<file path="src/rtl/rgbe_rle_pkg.sv">
// ----------------------------------------------------------------------------
// RGBE scanline RLE decoder package
// Shared types, codes and the float32 channel conversion.
// ----------------------------------------------------------------------------
`default_nettype none

package rgbe_rle_pkg;

    localparam int COL_W      = 13;
    localparam int BYTE_W     = 8;
    localparam int IDX_W      = 12;
    localparam int FLT_W      = 32;
    localparam int TDATA_W    = 208;
    localparam int TUSER_W    = 3;
    localparam logic [7:0] HDR_MAGIC = 8'd2;
    localparam logic [7:0] RUN_BIAS  = 8'd128;

    typedef enum logic [1:0] {
        ST_OK       = 2'd0,
        ST_BAD_HDR  = 2'd1,
        ST_WIDTH    = 2'd2,
        ST_OVERRUN  = 2'd3
    } t_status;

    typedef struct packed {
        logic              wr_en;
        logic [1:0]        plane;
        logic [COL_W-1:0]  col;
        logic [BYTE_W-1:0] value;
        logic              rd_en;
        logic              second;
        logic              last;
        logic              err;
        t_status           code;
    } t_cmd;

    typedef struct packed {
        logic room;
    } t_dp_status;

    // Exact float32 bits of m * 2^(e-136), subnormals kept.
    function automatic logic [31:0] chan_bits(input logic [7:0] m, input logic [7:0] e);
        logic [2:0]  p;
        logic [9:0]  biased;
        logic [31:0] mw;
        logic [31:0] res;
        p = 3'd0;
        for (int i = 1; i < 8; i++) begin
            if (m[i]) p = 3'(i);
        end
        biased = 10'(p) + 10'(e) - 10'd9;
        mw = 32'(m);
        if (m == 8'd0) begin
            res = 32'd0;
        end else if (!biased[9] && biased != 10'd0) begin
            res = {1'b0, biased[7:0], 23'(mw << (5'd23 - 5'(p)))};
        end else begin
            res = mw << (5'(e) + 5'd13);
        end
        return res;
    endfunction

endpackage

`default_nettype wire

</file>
<file path="src/rtl/rgbe_rle_ctl.sv">
// ----------------------------------------------------------------------------
// RGBE RLE controller
// Parses the header and run codes and issues store and emit commands.
// ----------------------------------------------------------------------------
`default_nettype none

module rgbe_rle_ctl #(
    parameter int MAX_WIDTH = 4096
) (
    input  wire logic                             i_clk,
    input  wire logic                             i_rst_n,
    input  wire logic                             i_valid,
    input  wire logic [7:0]                       i_data,
    input  wire logic [rgbe_rle_pkg::COL_W-1:0]   i_width,
    input  wire rgbe_rle_pkg::t_dp_status         i_stat,
    output logic                                  o_ready,
    output rgbe_rle_pkg::t_cmd                    o_cmd
);
    import rgbe_rle_pkg::*;

    typedef enum logic [2:0] {
        S_HDR0, S_HDR1, S_HDR2, S_HDR3, S_COUNT, S_DATA, S_REP
    } t_state;

    t_state           r_state, n_state;
    logic [23:0]      r_hdr, n_hdr;
    logic [1:0]       r_plane, n_plane;
    logic [7:0]       r_run, n_run;
    logic             r_rep, n_rep;
    logic [COL_W-1:0] r_col, n_col;
    logic [7:0]       r_val, n_val;

    logic             accept;
    logic [7:0]       k;
    logic [14:0]      len;
    logic             bad_hdr;
    logic             bad_len;
    logic [7:0]       step;
    logic [COL_W-1:0] col_next;
    logic             act;

    always_comb begin
        unique case (r_state)
            S_HDR0, S_HDR1, S_HDR2: o_ready = 1'b1;
            S_HDR3, S_COUNT:        o_ready = i_stat.room;
            S_DATA:                 o_ready = (r_plane == 2'd3 && !r_rep) ? i_stat.room : 1'b1;
            default:                o_ready = 1'b0;
        endcase
    end

    assign accept  = i_valid && o_ready;
    assign k       = (i_data > RUN_BIAS) ? i_data - RUN_BIAS : i_data;
    assign len     = {r_hdr[6:0], i_data};
    assign bad_hdr = r_hdr[23:16] != HDR_MAGIC || r_hdr[15:8] != HDR_MAGIC || r_hdr[7];
    assign bad_len = i_width == '0 || 32'(i_width) > MAX_WIDTH || {2'b00, i_width} != len;
    assign step    = (r_state == S_REP && r_run >= 8'd2 && r_plane == 2'd3) ? 8'd2 : 8'd1;
    assign col_next = r_col + COL_W'(step);
    assign act     = r_state == S_REP && (r_plane != 2'd3 || i_stat.room);

    always_comb begin
        n_state = r_state;
        n_hdr   = r_hdr;
        n_plane = r_plane;
        n_run   = r_run;
        n_rep   = r_rep;
        n_col   = r_col;
        n_val   = r_val;
        o_cmd   = '0;
        o_cmd.col = r_col;
        unique case (r_state)
            S_HDR0, S_HDR1, S_HDR2: begin
                if (accept) begin
                    n_hdr = {r_hdr[15:0], i_data};
                    n_state = (r_state == S_HDR0) ? S_HDR1 :
                              (r_state == S_HDR1) ? S_HDR2 : S_HDR3;
                end
            end
            S_HDR3: begin
                if (accept) begin
                    if (bad_hdr || bad_len) begin
                        o_cmd.rd_en = 1'b1;
                        o_cmd.err   = 1'b1;
                        o_cmd.code  = bad_hdr ? ST_BAD_HDR : ST_WIDTH;
                        n_state = S_HDR0;
                        n_hdr   = '0;
                    end else begin
                        n_state = S_COUNT;
                        n_plane = 2'd0;
                        n_col   = '0;
                        n_run   = '0;
                        n_rep   = 1'b0;
                    end
                end
            end
            S_COUNT: begin
                if (accept && i_data != 8'd0) begin
                    if (COL_W'(k) > i_width - r_col) begin
                        o_cmd.rd_en = 1'b1;
                        o_cmd.err   = 1'b1;
                        o_cmd.code  = ST_OVERRUN;
                        n_state = S_HDR0;
                        n_hdr   = '0;
                        n_plane = 2'd0;
                        n_col   = '0;
                        n_run   = '0;
                        n_rep   = 1'b0;
                    end else begin
                        n_rep   = i_data > RUN_BIAS;
                        n_run   = k;
                        n_state = S_DATA;
                    end
                end
            end
            S_DATA: begin
                if (accept) begin
                    if (r_rep) begin
                        n_val   = i_data;
                        n_state = S_REP;
                    end else begin
                        o_cmd.value = i_data;
                        o_cmd.plane = r_plane;
                        if (r_plane == 2'd3) begin
                            o_cmd.rd_en = 1'b1;
                            o_cmd.last  = col_next >= i_width;
                        end else begin
                            o_cmd.wr_en = 1'b1;
                        end
                        n_run = r_run - 8'd1;
                        n_col = col_next;
                        if (r_run == 8'd1) n_state = S_COUNT;
                        if (col_next >= i_width) begin
                            n_col = '0;
                            if (r_plane == 2'd3) begin
                                n_state = S_HDR0;
                                n_hdr   = '0;
                                n_plane = 2'd0;
                                n_run   = '0;
                                n_rep   = 1'b0;
                            end else begin
                                n_plane = r_plane + 2'd1;
                            end
                        end
                    end
                end
            end
            default: begin
                o_cmd.value  = r_val;
                o_cmd.plane  = r_plane;
                o_cmd.second = step == 8'd2;
                o_cmd.last   = col_next >= i_width;
                if (act) begin
                    o_cmd.wr_en = r_plane != 2'd3;
                    o_cmd.rd_en = r_plane == 2'd3;
                    n_run = r_run - step;
                    n_col = col_next;
                    if (r_run == step) begin
                        n_state = S_COUNT;
                        n_rep   = 1'b0;
                        if (col_next >= i_width) begin
                            n_col = '0;
                            if (r_plane == 2'd3) begin
                                n_state = S_HDR0;
                                n_hdr   = '0;
                                n_plane = 2'd0;
                            end else begin
                                n_plane = r_plane + 2'd1;
                            end
                        end
                    end
                end
            end
        endcase
    end

    always_ff @(posedge i_clk) begin
        if (!i_rst_n) begin
            r_state <= S_HDR0;
            r_hdr   <= '0;
            r_plane <= '0;
            r_run   <= '0;
            r_rep   <= 1'b0;
            r_col   <= '0;
        end else begin
            r_state <= n_state;
            r_hdr   <= n_hdr;
            r_plane <= n_plane;
            r_run   <= n_run;
            r_rep   <= n_rep;
            r_col   <= n_col;
        end
        r_val <= n_val;
    end

endmodule

`default_nettype wire

</file>
<file path="config.mk">
export PLATFORM = sky130hd
export DESIGN_NAME = rgbe_rle_ctl
export DESIGN_NICKNAME = d
export VERILOG_FILES = /design/src/rtl/rgbe_rle_pkg.sv /design/src/rtl/rgbe_rle_ctl.sv
export SDC_FILE = /design/constraint.sdc
export NUM_CORES = 1
export LEC_CHECK = 0
export ABC_AREA = 1
export BUFFER_PORTS_ARGS = -buffer_cell sky130_fd_sc_hd__buf_2
export CAP_MARGIN = 20
export CORE_MARGIN = 5
export CORE_UTILIZATION = 35
export CTS_BUF_LIST = sky130_fd_sc_hd__clkbuf_16
export CTS_CLUSTER_SIZE = 30
export DETAILED_ROUTE_END_ITERATION = 8
export PLACE_DENSITY = 0.59
export SETUP_SLACK_MARGIN = 0.3
export SYNTH_ARGS = -nofsm -noshare
export SYNTH_HDL_FRONTEND = slang
export SYNTH_SLANG_ARGS = --single-unit
</file>
<file path="constraint.sdc">
create_clock -name i_clk -period 4.9 [get_ports i_clk]
set_input_delay 0 -clock i_clk [delete_from_list [all_inputs] [get_ports i_clk]]
set_output_delay 0 -clock i_clk [all_outputs]
set_load 0.02 [all_outputs]
</file>
# == Yosys cells after proc, flatten, opt, wreduce, memory -nomap -nowiden ==
# Cells that the tools add are included.
# totals
out_inout_bits,31
input_bits,25
ff_bits,59
wordCells,171
# classes
magnitude_cmp,5
bitwise_logic,1
muxes,99
addsub,6
n_reduce_logical,31
eq_ne,22
# ops
cell,count
$mux 24,11
$mux 13,9
$pmux 24 s4,1
$mux 8,10
$mux 3,20
$pmux 13 s4,1
$pmux 8 s4,1
$mux 2,13
$mux 1,22
$mux 9,2
$ne 2x2->1 const B,9
$reduce_and 9->1,2
$ne 8x2->1 const B,2
$pmux 8 s2,1
$ne 13x15->1,1
$reduce_and 7->1,2
$add 13x2->13,1
$ge 13x13->1,1
$gt 13x13->1 const B,1
$gt 8x13->1,1
$logic_not 13->1,1
$sub 13x13->13,1
$pmux 3 s2,2
$pmux 3 s4,1
other kinds (31),48

# == Longest topological paths before layout ==
# logic_depth
depth_word,10
depth_mapped,31
mapped_depth_nobuf,29

# == Worst setup path before layout ==
# No wires, ideal clock.
# synth_path
kind,flip-flop to flip-flop
startpoint,register r_run[2]
endpoint,register r_col[0]
setup_ns,0.071
arrival_time_ns,4.167
path_slack_ns,0.662
required_ns,4.829
synth_period_minus_slack_ns,4.238
stages_incl_launch_ff,27
n_path_buf,1
path_cell_list,dfxtp_1 clkbuf_2 nor2_1 nand2_1 inv_1 nand3_1 nor3_1 nor3_1 inv_1 ha_1 inv_1 fa_1 inv_1 nand3_1 or3_1 xor2_1 inv_1 ha_1 a21oi_1 o21ai_0 a21oi_1 nand3_1 o21ai_2 clkinv_1 nor2_1 nand3_1 a21oi_1
# synth_between
elab_chain_len,10
elab_cells_between_ends,13
classes_between,add/sub: 1; order compare: 2; eq/ne: 1; mux: 7; reduce/logical: 2
# synth_lines
item,line_no,source
"start, declared",rgbe_rle_ctl.sv:28,"logic [7:0] r_run, n_run;"
"start signal, assigned",rgbe_rle_ctl.sv:187,r_run <= n_run;
$ge 8x2->1,rgbe_rle_ctl.sv:56,assign step = (r_state == S_REP && r_run >= 8'd2 && r_plane == 2'd3) ? 8'd2 : 8'd1;
$logic_and 1x1->1 (2 in a row),rgbe_rle_ctl.sv:56,
$mux 2,rgbe_rle_ctl.sv:56,
$add 13x2->13,rgbe_rle_ctl.sv:57,assign col_next = r_col + COL_W'(step);
$ge 13x13->1,"rgbe_rle_ctl.sv:131, rgbe_rle_ctl.sv:159",
$mux 13,"rgbe_rle_ctl.sv:131, rgbe_rle_ctl.sv:159",
$mux 13 (on tied branches),"rgbe_rle_ctl.sv:156, rgbe_rle_ctl.sv:116",
$mux 13 (on tied branches),"rgbe_rle_ctl.sv:151, rgbe_rle_ctl.sv:115",
$pmux 13 s4 *,rgbe_rle_ctl.sv:70,unique case (r_state)
"end signal, assigned",rgbe_rle_ctl.sv:189,r_col <= n_col;
"end, declared",rgbe_rle_ctl.sv:30,"logic [COL_W-1:0] r_col, n_col;"
# Every way passes the cells marked *; elsewhere a longest branch is shown, timed or not. The select of a mux whose other input is x is not followed.
# A chain may end at the register's enable or synchronous reset.

# == Final worst setup path ==
# layout_path
startpoint,register r_run[3]
endpoint,register r_hdr[2]
# layout_between
elab_chain_len,10
elab_cells_between_ends,15
classes_between,add/sub: 1; order compare: 2; eq/ne: 1; mux: 7; reduce/logical: 4
# layout_lines
item,line_no,source
$ge 8x2->1,rgbe_rle_ctl.sv:56,
$logic_and 1x1->1 (2 in a row),rgbe_rle_ctl.sv:56,
$mux 2,rgbe_rle_ctl.sv:56,
$add 13x2->13,rgbe_rle_ctl.sv:57,
$ge 13x13->1,"rgbe_rle_ctl.sv:131, rgbe_rle_ctl.sv:159",
$mux 24,--,
$mux 24 (on tied branches) (2 in a row),--,
$pmux 24 s4,--,
"end signal, assigned",rgbe_rle_ctl.sv:185,r_hdr <= n_hdr;
"end, declared",rgbe_rle_ctl.sv:26,"logic [23:0] r_hdr, n_hdr;"
# Parallel ways exist; a longest one is shown, timed or not. The select of a mux whose other input is x is not followed.

==> results.py <==
metrics = {
    "sta": {
        "worst_slew_pin_slew_ns": 1.016,
        "min_period_ns": 4.379,
        "rsz0062_at_grt": "false",
        "drv_slew": 0,
        "fmax_ghz": 0.2284,
        "holdWs_ns": 0.01760,
        "max_slew_margin": 0.3206,
        "fin_worst_skew_ns": 0.01272,
        "finalCritPeriodShare": 0.8937,
        "hold_violations": 0,
        "setup_viol": 0,
        "finalSetupTns_ns": 0,
    },
    "critical_path": {
        "crit_path_start": "r_run[3]",
        "reg2regPathDepth": 28,
        "cp.depth": 28,
        "cp_num_buf_inv": 7,
        "crit_path_max_fanout": 13,
        "slowest_stage": "or3_4",
        "crit_family": "simple AND/OR/NAND/NOR gates",
        "r2r-end": "r_hdr[2]",
        "crit_end": "r_hdr[2]",
        "crit_path_start_kind": "register",
        "rrSetupSlack_ns": 0.52,
        "reg2reg_from": "r_run[3]",
        "crit_type": "reg2reg",
        "endpoint_kind": "register",
        "arrival_ns": 4.61,
        "required_ns": 5.13,
        "max_stage_delay_ns": 0.41,
    },
    "drt": {
        "vias": 6044,
        "ant_nets": 0,
        "remaining_drc_errors": 0,
        "firstDrtPassIters": 6,
        "wl_um": 18280,
        "drtIter0Drc": 467,
        "wl_per_cell_um": 15.35,
        "viasPerCell": 5.075,
    },
    "power_and_ir_drop": {
        "seq_power_share": 0.377,
        "switching_share": 0.3156,
        "power_density_nw_per_um2": 211.1,
        "total_power_mw": 1.371,
        "p_leak_nw": 3.344,
        "power.internal_mw": 0.9383,
        "clkPwrFrac": 0.435,
        "peakVddDrop_v": 0.0002010,
        "combPwrFrac": 0.187,
        "p_switching_mw": 0.4327,
    },
    "clock_tree": {
        "clock_latency_ns": 0.34,
        "cts.clk_slew.worst_paths_ns": 0.07,
        "tritoncts": "yes",
        "clock-sinks": 59,
        "cts-root-buf": "clkbuf_16",
        "cts_buffer_depth": 2,
        "cts_max_level": 3,
        "cts_buffers": 9,
    },
    "cells_and_area": {
        "diodes": 0,
        "fin_area_um2": 6494,
        "fin_nets": 1044,
        "area.growth.synth_to_final_pct": 18.68,
        "drive_above_1_share": 0.1408,
    },
    "floorplan": {
        "rows": 45,
        "ios": 56,
        "start_util": 0.3586,
        "dieWidth_um": 135.0,
        "dieHeight_um": 135.0,
        "die_area_um2": 18230,
        "core_area_um2": 15260,
    },
    "placement": {
        "placed_area_um2": 5949,
        "place.gp.congestion": 0.9301,
        "dp_hpwl_um": 13610,
        "io_buffers": 55,
    },
    "run": {
        "cap_violations": 0,
    },
    "logic_synthesis": {
        "synth-edff-count": 8,
        "synth_seq_cells": 59,
        "synthesis.area_um2": 5471,
        "yosysWarningCount": 0,
        "ys.flop_type": "dfxtp_1",
        "ys_seq_area_frac": 0.2305,
        "synth_area_leaders": "dfxtp_1 (19%), nand2_1 (18%), ha_1 (9.4%)",
        "synth_most_common_cell": "nand2_1",
        "postSynthCellCount": 913,
        "synthTopCellsByCount": "nand2_1 (265), inv_1 (136), nor2_1 (128)",
        "syn_avg_cell_area_um2": 5.993,
        "syn-num-nets": 982,
        "synth_top_area_cell": "dfxtp_1",
        "async_flop_share": 0,
        "synth_top_area_frac": 0.1866,
        "synth_cell_type_count": 42,
    },
    "hold_path": {
        "hold_class": "in2reg",
    },
    "global_routing": {
        "overflow": 0,
        "grt_pass1_vias": 5422,
        "grt_pass1_wl_um": 28480,
        "antenna_found_initial": 0,
        "grt.total_usage": 0.1968,
        "grt_max_degree": 31,
    },
    "status": {
        "outcome": "completed",
    },
}
[worst reg2reg max path: cells and delay by family (launching register included)]
family          cells  cell delay [ns]
buf+inv             7             0.68
xor+xnor            1             0.17
compound gates      1             0.20
fa+ha+maj           3             0.84
flops               1             0.35
simple gates       16             2.05
[how the worst min path moves through the flow]
stage,from,endpoint,cells past startpoint
2_1_floorplan,i_data[0],r_val[0],0
3_3_place_gp,i_data[0],r_val[0],1
3_5_place_dp,i_data[1],r_val[1],1
4_1_cts,i_data[2],r_val[2],1
5_1_grt,i_data[5],r_val[5],1
6_report,i_data[2],r_val[2],1
[cell families (layout without fill, tap and decap cells)]
kind of cell / after synthesis / in the layout / synth area share
xor+xnor: 20 / 20 / 0.03202
fa+ha+maj: 44 / 44 / 0.1047
compound gates: 100 / 100 / 0.09856
simple gates: 527 / 530 / 0.4160
flops: 59 / 59 / 0.2305
buf+inv: 163 / 227 / 0.1182
[through the flow]
step	setup WS, ns	util	cells
after detailed placement	0.1185	0.3899	1163
after CTS	0.3070	0.4117	1183
final	0.5210	0.4256	1191
after global routing	0.3119	0.4256	1191
after floorplan	0.6621	-	913
after global placement	0.2413	0.3899	1163
[power by group through the flow]
stage | logic, mW | clock network [mW] | registers, mW
CTS | 0.248 | 0.604 | 0.518
floorplan | 0.175 | 0 | 0.526
global placement | 0.242 | 0 | 0.528
detailed placement | 0.242 | 0 | 0.528
global route | 0.293 | 0.624 | 0.519
finish | 0.257 | 0.597 | 0.517
[flip-flops by register name, indices dropped and copies added, names as in the netlist]
signal,count
r_rep,1
r_val,8
r_plane,2
r_hdr,24
r_run,8
r_col,13
r_state,3
[per-layer routing]
| metal | vias up | part of all wire | GRT usage |
|---|---|---|---|
| li1 | 3060 | - | - |
| met1 | 2704 | 0.47 | 0.2742 |
| met2 | 245 | 0.43 | 0.3032 |
| met3 | 35 | 0.069 | 0.03689 |
| met4 | 0 | 0.029 | 0.07111 |
| met5 | - | 0 | 0 |
[final cells by class]
cell class	count	area [um^2]
Multi-Input combinational cell	694	3732
Fill cell	1660	8765
Sequential cell	59	1267
Timing Repair inverter	1	7.507
Clock buffer	9	225.2
Inverter	138	521.8
Timing Repair Buffer	72	430.4
Clock inverter	7	45.04
Tap cell	211	264.0
[placed cells by master, fill, tap and decap left out, drive strengths merged]
| master | synthesis | routed |
|---|---|---|
| a21boi | 1 | 1 |
| a21oi | 56 | 56 |
| a31oi | 2 | 2 |
| a32o | 1 | 1 |
| and3 | 1 | 1 |
| buf | 12 | 69 |
| clkbuf | 13 | 9 |
| clkinv | 1 | 3 |
| clkinvlp | 0 | 2 |
| dfxtp | 51 | 51 |
| dlygate4sd3 | 0 | 3 |
| edfxtp | 8 | 8 |
| fa | 3 | 3 |
| ha | 41 | 41 |
| inv | 137 | 141 |
| nand2 | 268 | 268 |
| nand3 | 65 | 68 |
| nand3b | 2 | 2 |
| nand4 | 38 | 38 |
| nor2 | 135 | 135 |
| nor3 | 14 | 14 |
| nor4 | 1 | 1 |
| o2111ai | 1 | 1 |
| o211ai | 2 | 2 |
| o21a | 1 | 1 |
| o21ai | 32 | 32 |
| o21bai | 2 | 2 |
| o31ai | 2 | 2 |
| or2 | 2 | 2 |
| or3 | 1 | 1 |
| xnor2 | 5 | 5 |
| xor2 | 15 | 15 |
[timing repair]
item,4_1_cts,5_1_grt
endpoints found under the setup margin,35,49
buffers inserted,0,5
pin swaps,1,10
hold endpoints to repair,3,0
hold buffers,3,0
cloned,1,3
gates resized for setup,4,41
(Power assumes the default switching activity.)
